===== src/rtl/core/wwsa_pkg.sv =====
// wwsa_pkg: shared types and constants for the wide word stack ALU.
// Holds the transaction structs, operation and status codes, and controller commands.
// No dependencies.
package wwsa_pkg;

    localparam int STACK_DEPTH = 1024;
    localparam int ADDR_W      = $clog2(STACK_DEPTH);
    localparam int CNT_W       = $clog2(STACK_DEPTH + 1);
    localparam int LIMB_W      = 64;
    localparam int LIMBS       = 4;
    localparam int WORD_W      = LIMB_W * LIMBS;
    localparam int DEPTH_OUT_W = 11;

    typedef enum logic [2:0] {
        OP_PUSH = 3'd0,
        OP_READ = 3'd1,
        OP_POP  = 3'd2,
        OP_ADD  = 3'd3,
        OP_SUB  = 3'd4,
        OP_DUP  = 3'd5
    } op_t;

    typedef enum logic [1:0] {
        STAT_DONE  = 2'd0,
        STAT_UNDER = 2'd1,
        STAT_OVER  = 2'd2
    } status_t;

    typedef enum logic {
        ST_IDLE,
        ST_EXEC
    } ctrl_state_t;

    // write data source for the stack memory
    typedef enum logic [1:0] {
        WSRC_IN,
        WSRC_TOP,
        WSRC_SUM
    } wsrc_t;

    // load source for the cached top word
    typedef enum logic [1:0] {
        TSRC_IN,
        TSRC_RD,
        TSRC_SUM
    } tsrc_t;

    typedef struct packed {
        logic [2:0]        req_type;
        logic [LIMB_W-1:0] data_limb_0;
        logic [LIMB_W-1:0] data_limb_1;
        logic [LIMB_W-1:0] data_limb_2;
        logic [LIMB_W-1:0] data_limb_3;
    } req_t;

    typedef struct packed {
        logic [1:0]             status;
        logic [LIMB_W-1:0]      top_limb_0;
        logic [LIMB_W-1:0]      top_limb_1;
        logic [LIMB_W-1:0]      top_limb_2;
        logic [LIMB_W-1:0]      top_limb_3;
        logic [DEPTH_OUT_W-1:0] depth_now;
    } rsp_t;

    typedef struct packed {
        logic              mem_we;
        logic [ADDR_W-1:0] waddr;
        wsrc_t             wsrc;
        logic [ADDR_W-1:0] raddr;
        logic              top_we;
        tsrc_t             tsrc;
        logic              sub;
        logic              res_load;
        status_t           res_status;
        logic              res_show_top;
        logic [CNT_W-1:0]  res_depth;
    } dp_cmd_t;

endpackage


===== src/rtl/core/wwsa_ctrl.sv =====
// wwsa_ctrl: controller for the wide word stack ALU.
// Tracks the entry count, checks bounds and sequences the datapath.
// Depends on wwsa_pkg.
module wwsa_ctrl
(
    input  logic              clk,
    input  logic              rst_n,
    input  logic              req_valid,
    input  logic [2:0]        req_type,
    output logic              req_stall,
    output logic              rsp_valid,
    input  logic              rsp_stall,
    output wwsa_pkg::dp_cmd_t cmd
);

    wwsa_pkg::ctrl_state_t          state_reg, state_next;
    logic [wwsa_pkg::CNT_W-1:0]     count_reg, count_next;
    wwsa_pkg::op_t                  op_reg, op_next;
    logic                           out_valid_reg, out_valid_next;

    wwsa_pkg::op_t                  op_in;
    logic                           accept;
    logic                           out_busy;
    logic                           is_empty;
    logic                           is_full;
    logic                           below_two;
    logic                           needs_exec;
    logic [wwsa_pkg::CNT_W-1:0]     cnt_m1;
    logic [wwsa_pkg::CNT_W-1:0]     cnt_m2;
    logic [wwsa_pkg::CNT_W-1:0]     cnt_p1;

    assign op_in     = wwsa_pkg::op_t'(req_type);
    assign out_busy  = out_valid_reg && rsp_stall;
    assign req_stall = (state_reg != wwsa_pkg::ST_IDLE) || out_busy;
    assign accept    = req_valid && !req_stall;
    assign rsp_valid = out_valid_reg;

    assign cnt_m1    = count_reg - wwsa_pkg::CNT_W'(1);
    assign cnt_m2    = count_reg - wwsa_pkg::CNT_W'(2);
    assign cnt_p1    = count_reg + wwsa_pkg::CNT_W'(1);
    assign is_empty  = (count_reg == '0);
    assign below_two = (count_reg < wwsa_pkg::CNT_W'(2));
    assign is_full   = (count_reg >= wwsa_pkg::CNT_W'(wwsa_pkg::STACK_DEPTH));

    // pop, add and sub need the second entry from memory first
    always_comb
    begin
        case (op_in)
            wwsa_pkg::OP_POP:  needs_exec = !is_empty;
            wwsa_pkg::OP_ADD,
            wwsa_pkg::OP_SUB:  needs_exec = !below_two;
            default:           needs_exec = 1'b0;
        endcase
    end

    always_comb
    begin
        state_next = state_reg;
        case (state_reg)
            wwsa_pkg::ST_IDLE:
            begin
                if (accept && needs_exec)
                    state_next = wwsa_pkg::ST_EXEC;
            end
            wwsa_pkg::ST_EXEC:
            begin
                state_next = wwsa_pkg::ST_IDLE;
            end
            default:
            begin
                state_next = wwsa_pkg::ST_IDLE;
            end
        endcase
    end

    always_comb
    begin
        cmd            = '0;
        cmd.wsrc       = wwsa_pkg::WSRC_IN;
        cmd.tsrc       = wwsa_pkg::TSRC_IN;
        cmd.res_status = wwsa_pkg::STAT_DONE;
        cmd.raddr      = cnt_m2[wwsa_pkg::ADDR_W-1:0];
        count_next     = count_reg;
        op_next        = op_reg;
        out_valid_next = out_busy;

        case (state_reg)
            wwsa_pkg::ST_IDLE:
            begin
                if (accept)
                begin
                    op_next      = op_in;
                    cmd.res_load = !needs_exec;
                    case (op_in)
                        wwsa_pkg::OP_PUSH:
                        begin
                            if (is_full)
                                cmd.res_status = wwsa_pkg::STAT_OVER;
                            else
                            begin
                                cmd.mem_we = 1'b1;
                                cmd.waddr  = count_reg[wwsa_pkg::ADDR_W-1:0];
                                cmd.wsrc   = wwsa_pkg::WSRC_IN;
                                cmd.top_we = 1'b1;
                                cmd.tsrc   = wwsa_pkg::TSRC_IN;
                                count_next = cnt_p1;
                            end
                        end
                        wwsa_pkg::OP_READ:
                        begin
                            if (is_empty)
                                cmd.res_status = wwsa_pkg::STAT_UNDER;
                            else
                                cmd.res_show_top = 1'b1;
                        end
                        wwsa_pkg::OP_POP:
                        begin
                            if (is_empty)
                                cmd.res_status = wwsa_pkg::STAT_UNDER;
                            else
                                count_next = cnt_m1;
                        end
                        wwsa_pkg::OP_ADD,
                        wwsa_pkg::OP_SUB:
                        begin
                            if (below_two)
                                cmd.res_status = wwsa_pkg::STAT_UNDER;
                            else
                                count_next = cnt_m1;
                        end
                        wwsa_pkg::OP_DUP:
                        begin
                            if (is_empty)
                                cmd.res_status = wwsa_pkg::STAT_UNDER;
                            else if (is_full)
                                cmd.res_status = wwsa_pkg::STAT_OVER;
                            else
                            begin
                                cmd.mem_we = 1'b1;
                                cmd.waddr  = count_reg[wwsa_pkg::ADDR_W-1:0];
                                cmd.wsrc   = wwsa_pkg::WSRC_TOP;
                                count_next = cnt_p1;
                            end
                        end
                        default:
                        begin
                            // undefined code: ignored, reported as done
                            cmd.res_status = wwsa_pkg::STAT_DONE;
                        end
                    endcase
                    if (cmd.res_load)
                        out_valid_next = 1'b1;
                end
            end
            wwsa_pkg::ST_EXEC:
            begin
                // count already holds the new depth; second entry sits at count - 1
                cmd.res_load   = 1'b1;
                out_valid_next = 1'b1;
                if (op_reg == wwsa_pkg::OP_POP)
                begin
                    cmd.top_we = 1'b1;
                    cmd.tsrc   = wwsa_pkg::TSRC_RD;
                end
                else
                begin
                    cmd.mem_we = 1'b1;
                    cmd.waddr  = cnt_m1[wwsa_pkg::ADDR_W-1:0];
                    cmd.wsrc   = wwsa_pkg::WSRC_SUM;
                    cmd.top_we = 1'b1;
                    cmd.tsrc   = wwsa_pkg::TSRC_SUM;
                    cmd.sub    = (op_reg == wwsa_pkg::OP_SUB);
                end
            end
            default:
            begin
                out_valid_next = out_busy;
            end
        endcase

        cmd.res_depth = count_next;
    end

    always_ff @(posedge clk or negedge rst_n)
    begin
        if (!rst_n)
        begin
            state_reg     <= wwsa_pkg::ST_IDLE;
            count_reg     <= '0;
            op_reg        <= wwsa_pkg::OP_PUSH;
            out_valid_reg <= 1'b0;
        end
        else
        begin
            state_reg     <= state_next;
            count_reg     <= count_next;
            op_reg        <= op_next;
            out_valid_reg <= out_valid_next;
        end
    end

endmodule


===== config.mk =====
export PLATFORM = sky130hd
export DESIGN_NAME = wwsa_ctrl
export DESIGN_NICKNAME = d
export VERILOG_FILES = /design/src/rtl/core/wwsa_pkg.sv /design/src/rtl/core/wwsa_ctrl.sv
export SDC_FILE = /design/constraint.sdc
export NUM_CORES = 1
export LEC_CHECK = 0
export CAP_MARGIN = 20
export CORE_ASPECT_RATIO = 2
export CORE_MARGIN = 2
export CORE_UTILIZATION = 55
export CTS_BUF_LIST = sky130_fd_sc_hd__clkbuf_4 sky130_fd_sc_hd__clkbuf_8 sky130_fd_sc_hd__clkbuf_16
export CTS_CLUSTER_DIAMETER = 150
export CTS_CLUSTER_SIZE = 28
export DETAILED_ROUTE_END_ITERATION = 8
export DONT_BUFFER_PORTS = 1
export GPL_TIMING_DRIVEN = 0
export PLACE_DENSITY = 0.78
export SYNTH_ARGS = -nofsm -noshare
export SYNTH_HDL_FRONTEND = slang
export SYNTH_SLANG_ARGS = --single-unit

===== constraint.sdc =====
create_clock -name clk -period 8.1 [get_ports clk]
set_input_delay 2.025 -clock clk [delete_from_list [all_inputs] [get_ports clk]]
set_output_delay 2.025 -clock clk [all_outputs]
set_load 0.01 [all_outputs]

==> results.py <==
metrics = {
    "status": {
        "status": "complete, no violations",
    },
    "floorplan": {
        "start_util_pct": 57.33,
        "core_area_sq_um": 3193,
        "pin_count": 51,
        "die_y_um": 85.59,
        "rows": 29,
        "die_w_um": 44.80,
        "die_area_sq_um": 3834,
    },
    "yosys": {
        "synthXorXnorAreaFrac_pct": 3.828,
        "seq_area_frac_synth_pct": 21.87,
        "synth_top_area_share_pct": 21.87,
        "synth_edf_count": 0,
        "syn_area_per_cell_sq_um": 7.756,
        "synth_area_leaders": "dfrtp_1 22%, o21ai_0 4.9%, nor2_1 4.3%, ha_1 4.1%, nand2_1 3.9%",
        "yosys.area_share.simple_pct": 34.24,
        "synthMuxAreaShare_pct": 3.486,
        "async_flop_share_pct": 100.0,
        "synth_adder_area_share_pct": 4.101,
        "yosys_warnings": 0,
        "synth_seq_cells": 16,
        "synth_nets": 249,
        "yosys.area.top_type": "dfrtp_1",
        "synth_top_family_by_area": "simple AND/OR/NAND/NOR gates",
        "synthCells": 236,
        "ys_types": 62,
        "synth-compound-area-share_pct": 24.61,
        "netlist_area_sq_um": 1831,
        "synthFlopType": "dfrtp_1",
    },
    "placement": {
        "pre_cts_ws_ns": 2.245,
        "dp_hpwl_mm": 4.332,
        "place_inst": 267,
        "io_buffers": 0,
        "routabilityCongestion": 0.9829,
    },
    "cts": {
        "cts_setup_buffers": 0,
        "insertion_delay_ns": 0.26,
        "numCtsBuffers": 3,
        "ctsHoldBuffers": 0,
        "clockBufferDepth": 2,
        "cts_resized": 0,
        "clk_pin_slew_ns": 0.07,
        "ctsHtreeMaxLevel": 1,
        "root_buffer": "clkbuf_8",
        "cts.sink_count": 16,
        "cts_tree": "yes",
    },
    "sta": {
        "fin_skew_ns": 0.003917,
        "hold_viol": 0,
        "worst_pin_slew_ns": 0.9295,
        "rsz0062_at_grt": "false",
        "layout_min_cycle_time_ns": 5.908,
        "relSlewSlack_pct": 37.62,
        "setup_viol_count_final": 0,
        "max_freq_mhz": 169.3,
        "layout_setup_ws_ns": 2.192,
        "setup_tns_ns": 0,
        "min_period_over_period_pct": 72.94,
        "slew_violations": 0,
    },
    "global_route": {
        "grt_overflow_total": 0,
        "track_usage_pct": 31.73,
        "grt_max_degree": 17,
        "grt_antenna_before_repair": 0,
        "first_global_vias": 1837,
        "grt_pass1_wl_mm": 9.094,
    },
    "power": {
        "p_leak_uw": 0.0007432,
        "vdd.ir_drop.worst_uv": 159.9,
        "power_density_nw_per_um2": 322.3,
    },
    "route": {
        "routed_wl_mm": 5.786,
        "routedWlPerCell_um": 21.35,
        "drtIter0Drc": 97,
        "vias": 1913,
        "final_antenna_net_count": 0,
        "vias_per_cell": 7.059,
        "route.detailed.drc": 0,
        "drtPass1Iterations": 4,
    },
    "cells_and_area": {
        "fin_cells": 271,
        "largest_reg_flops": 11,
        "insertedDiodeCount": 0,
        "area_growth_pct": 5.127,
        "layout.nets": 254,
        "drive_above_1_share_pct": 15.42,
    },
    "worst_setup_path": {
        "required_ns": 6.08,
        "r2r-end": "count_reg[6]",
        "critPathCapture": "cmd[3]",
        "ff2ff_setup_slack_ns": 5.27,
        "cp.arrival_ns": 3.88,
        "crit_fanout": 10,
        "endpoint_kind": "output port",
        "crit_start": "req_type[2]",
        "worst-r2r-cell-count": 8,
        "worstSetupPathType": "in -> out",
        "r2r-start": "count_reg[2]",
        "critPathLaunchType": "input pin",
    },
    "flow_run": {
        "drv_cap": 0,
    },
    "worst_hold_path": {
        "min_path_type": "reg -> reg",
    },
}
area by class of cell:
cell class                      instances  area [sq um]
Buffer                                 22         110.1
Sequential cell                        16         400.4
Inverter                                9         33.78
Multi-Input combinational cell        189          1286
Fill cell                             327          1269
Tap cell                               31         38.79
Clock buffer                            4         55.05
cell usage in the layout (no fill, tap or decap), types with 4 or more instances in the layout:
cell type / synthesis / final
ha_1: 6 / 6
o21ai_0: 18 / 18
dfrtp_1: 16 / 16
nand3_1: 6 / 6
o31ai_1: 9 / 9
nor3b_1: 4 / 4
a21oi_1: 8 / 8
nor3_1: 11 / 11
or2_2: 4 / 4
clkbuf_1: 13 / 13
buf_2: 4 / 4
xor2_1: 5 / 5
nor4_1: 8 / 8
or3_1: 4 / 4
nor2_1: 21 / 21
nand2_1: 19 / 19
inv_1: 9 / 9
clkbuf_8: 0 / 4
worst max-delay path, cell delays in order:
cell and delay [ns]:
clkbuf_1 0.30, or2_1 0.18, a21o_1 0.31, clkbuf_1 0.42
nor2_1 0.12, nor4_2 0.19, xor2_1 0.34
cells by family after synthesis:
| family | count (synthesis) |
|---|---|
| simple gates | 105 |
| compound gates | 64 |
| buf+inv | 31 |
| flops | 16 |
| xor+xnor | 8 |
| mux | 6 |
| fa+ha+maj | 6 |
per-stage QoR:
step	instance area [sq um]	util, %	power, uW	hold slack (ns)
after floorplan	1831	-	450.4	0.4849
after global placement	1869	58.54	535.8	0.5138
after detailed placement	1869	58.54	538.3	0.5216
after CTS	1924	60.27	613.7	0.5367
after global routing	1924	60.27	660.3	0.5564
final	1924	60.27	620.2	0.5366
worst min-delay path by stage:
stage	start	to	slack, ns	cells after the start
finish	op_reg[2]	op_reg[2]	0.54	1
global route	op_reg[2]	op_reg[2]	0.56	1
CTS	op_reg[2]	op_reg[2]	0.54	1
detailed placement	op_reg[2]	op_reg[2]	0.52	1
global placement	op_reg[2]	op_reg[2]	0.51	1
floorplan	op_reg[2]	op_reg[2]	0.48	1
cell usage after synthesis (6+ instances only):
cell and n:
clkbuf_1 13, ha_1 6, inv_1 9, dfrtp_1 16, nor3_1 11, nand3_1 6, a21oi_1 8, nor2_1 21
nand2_1 19, o31ai_1 9, o21ai_0 18, nor4_1 8
power breakdown:
part	switching, uW	total (uW)	internal (uW)	leakage (uW)
clock network	33.8	77.1	43.3	0.0000288
registers	36.0	145	109	0.000197
logic	274	398	125	0.000517
metal layers:
layer  GRT usage (%)  vias up  part of all wire, %
li1                -      891                    -
met1           37.86      903                   36
met2           54.28      100                   53
met3           2.526       19                  6.9
met4           16.04        0                  4.1
met5               0        -                    0
No activity file was read; power rests on OpenSTA's default activity.
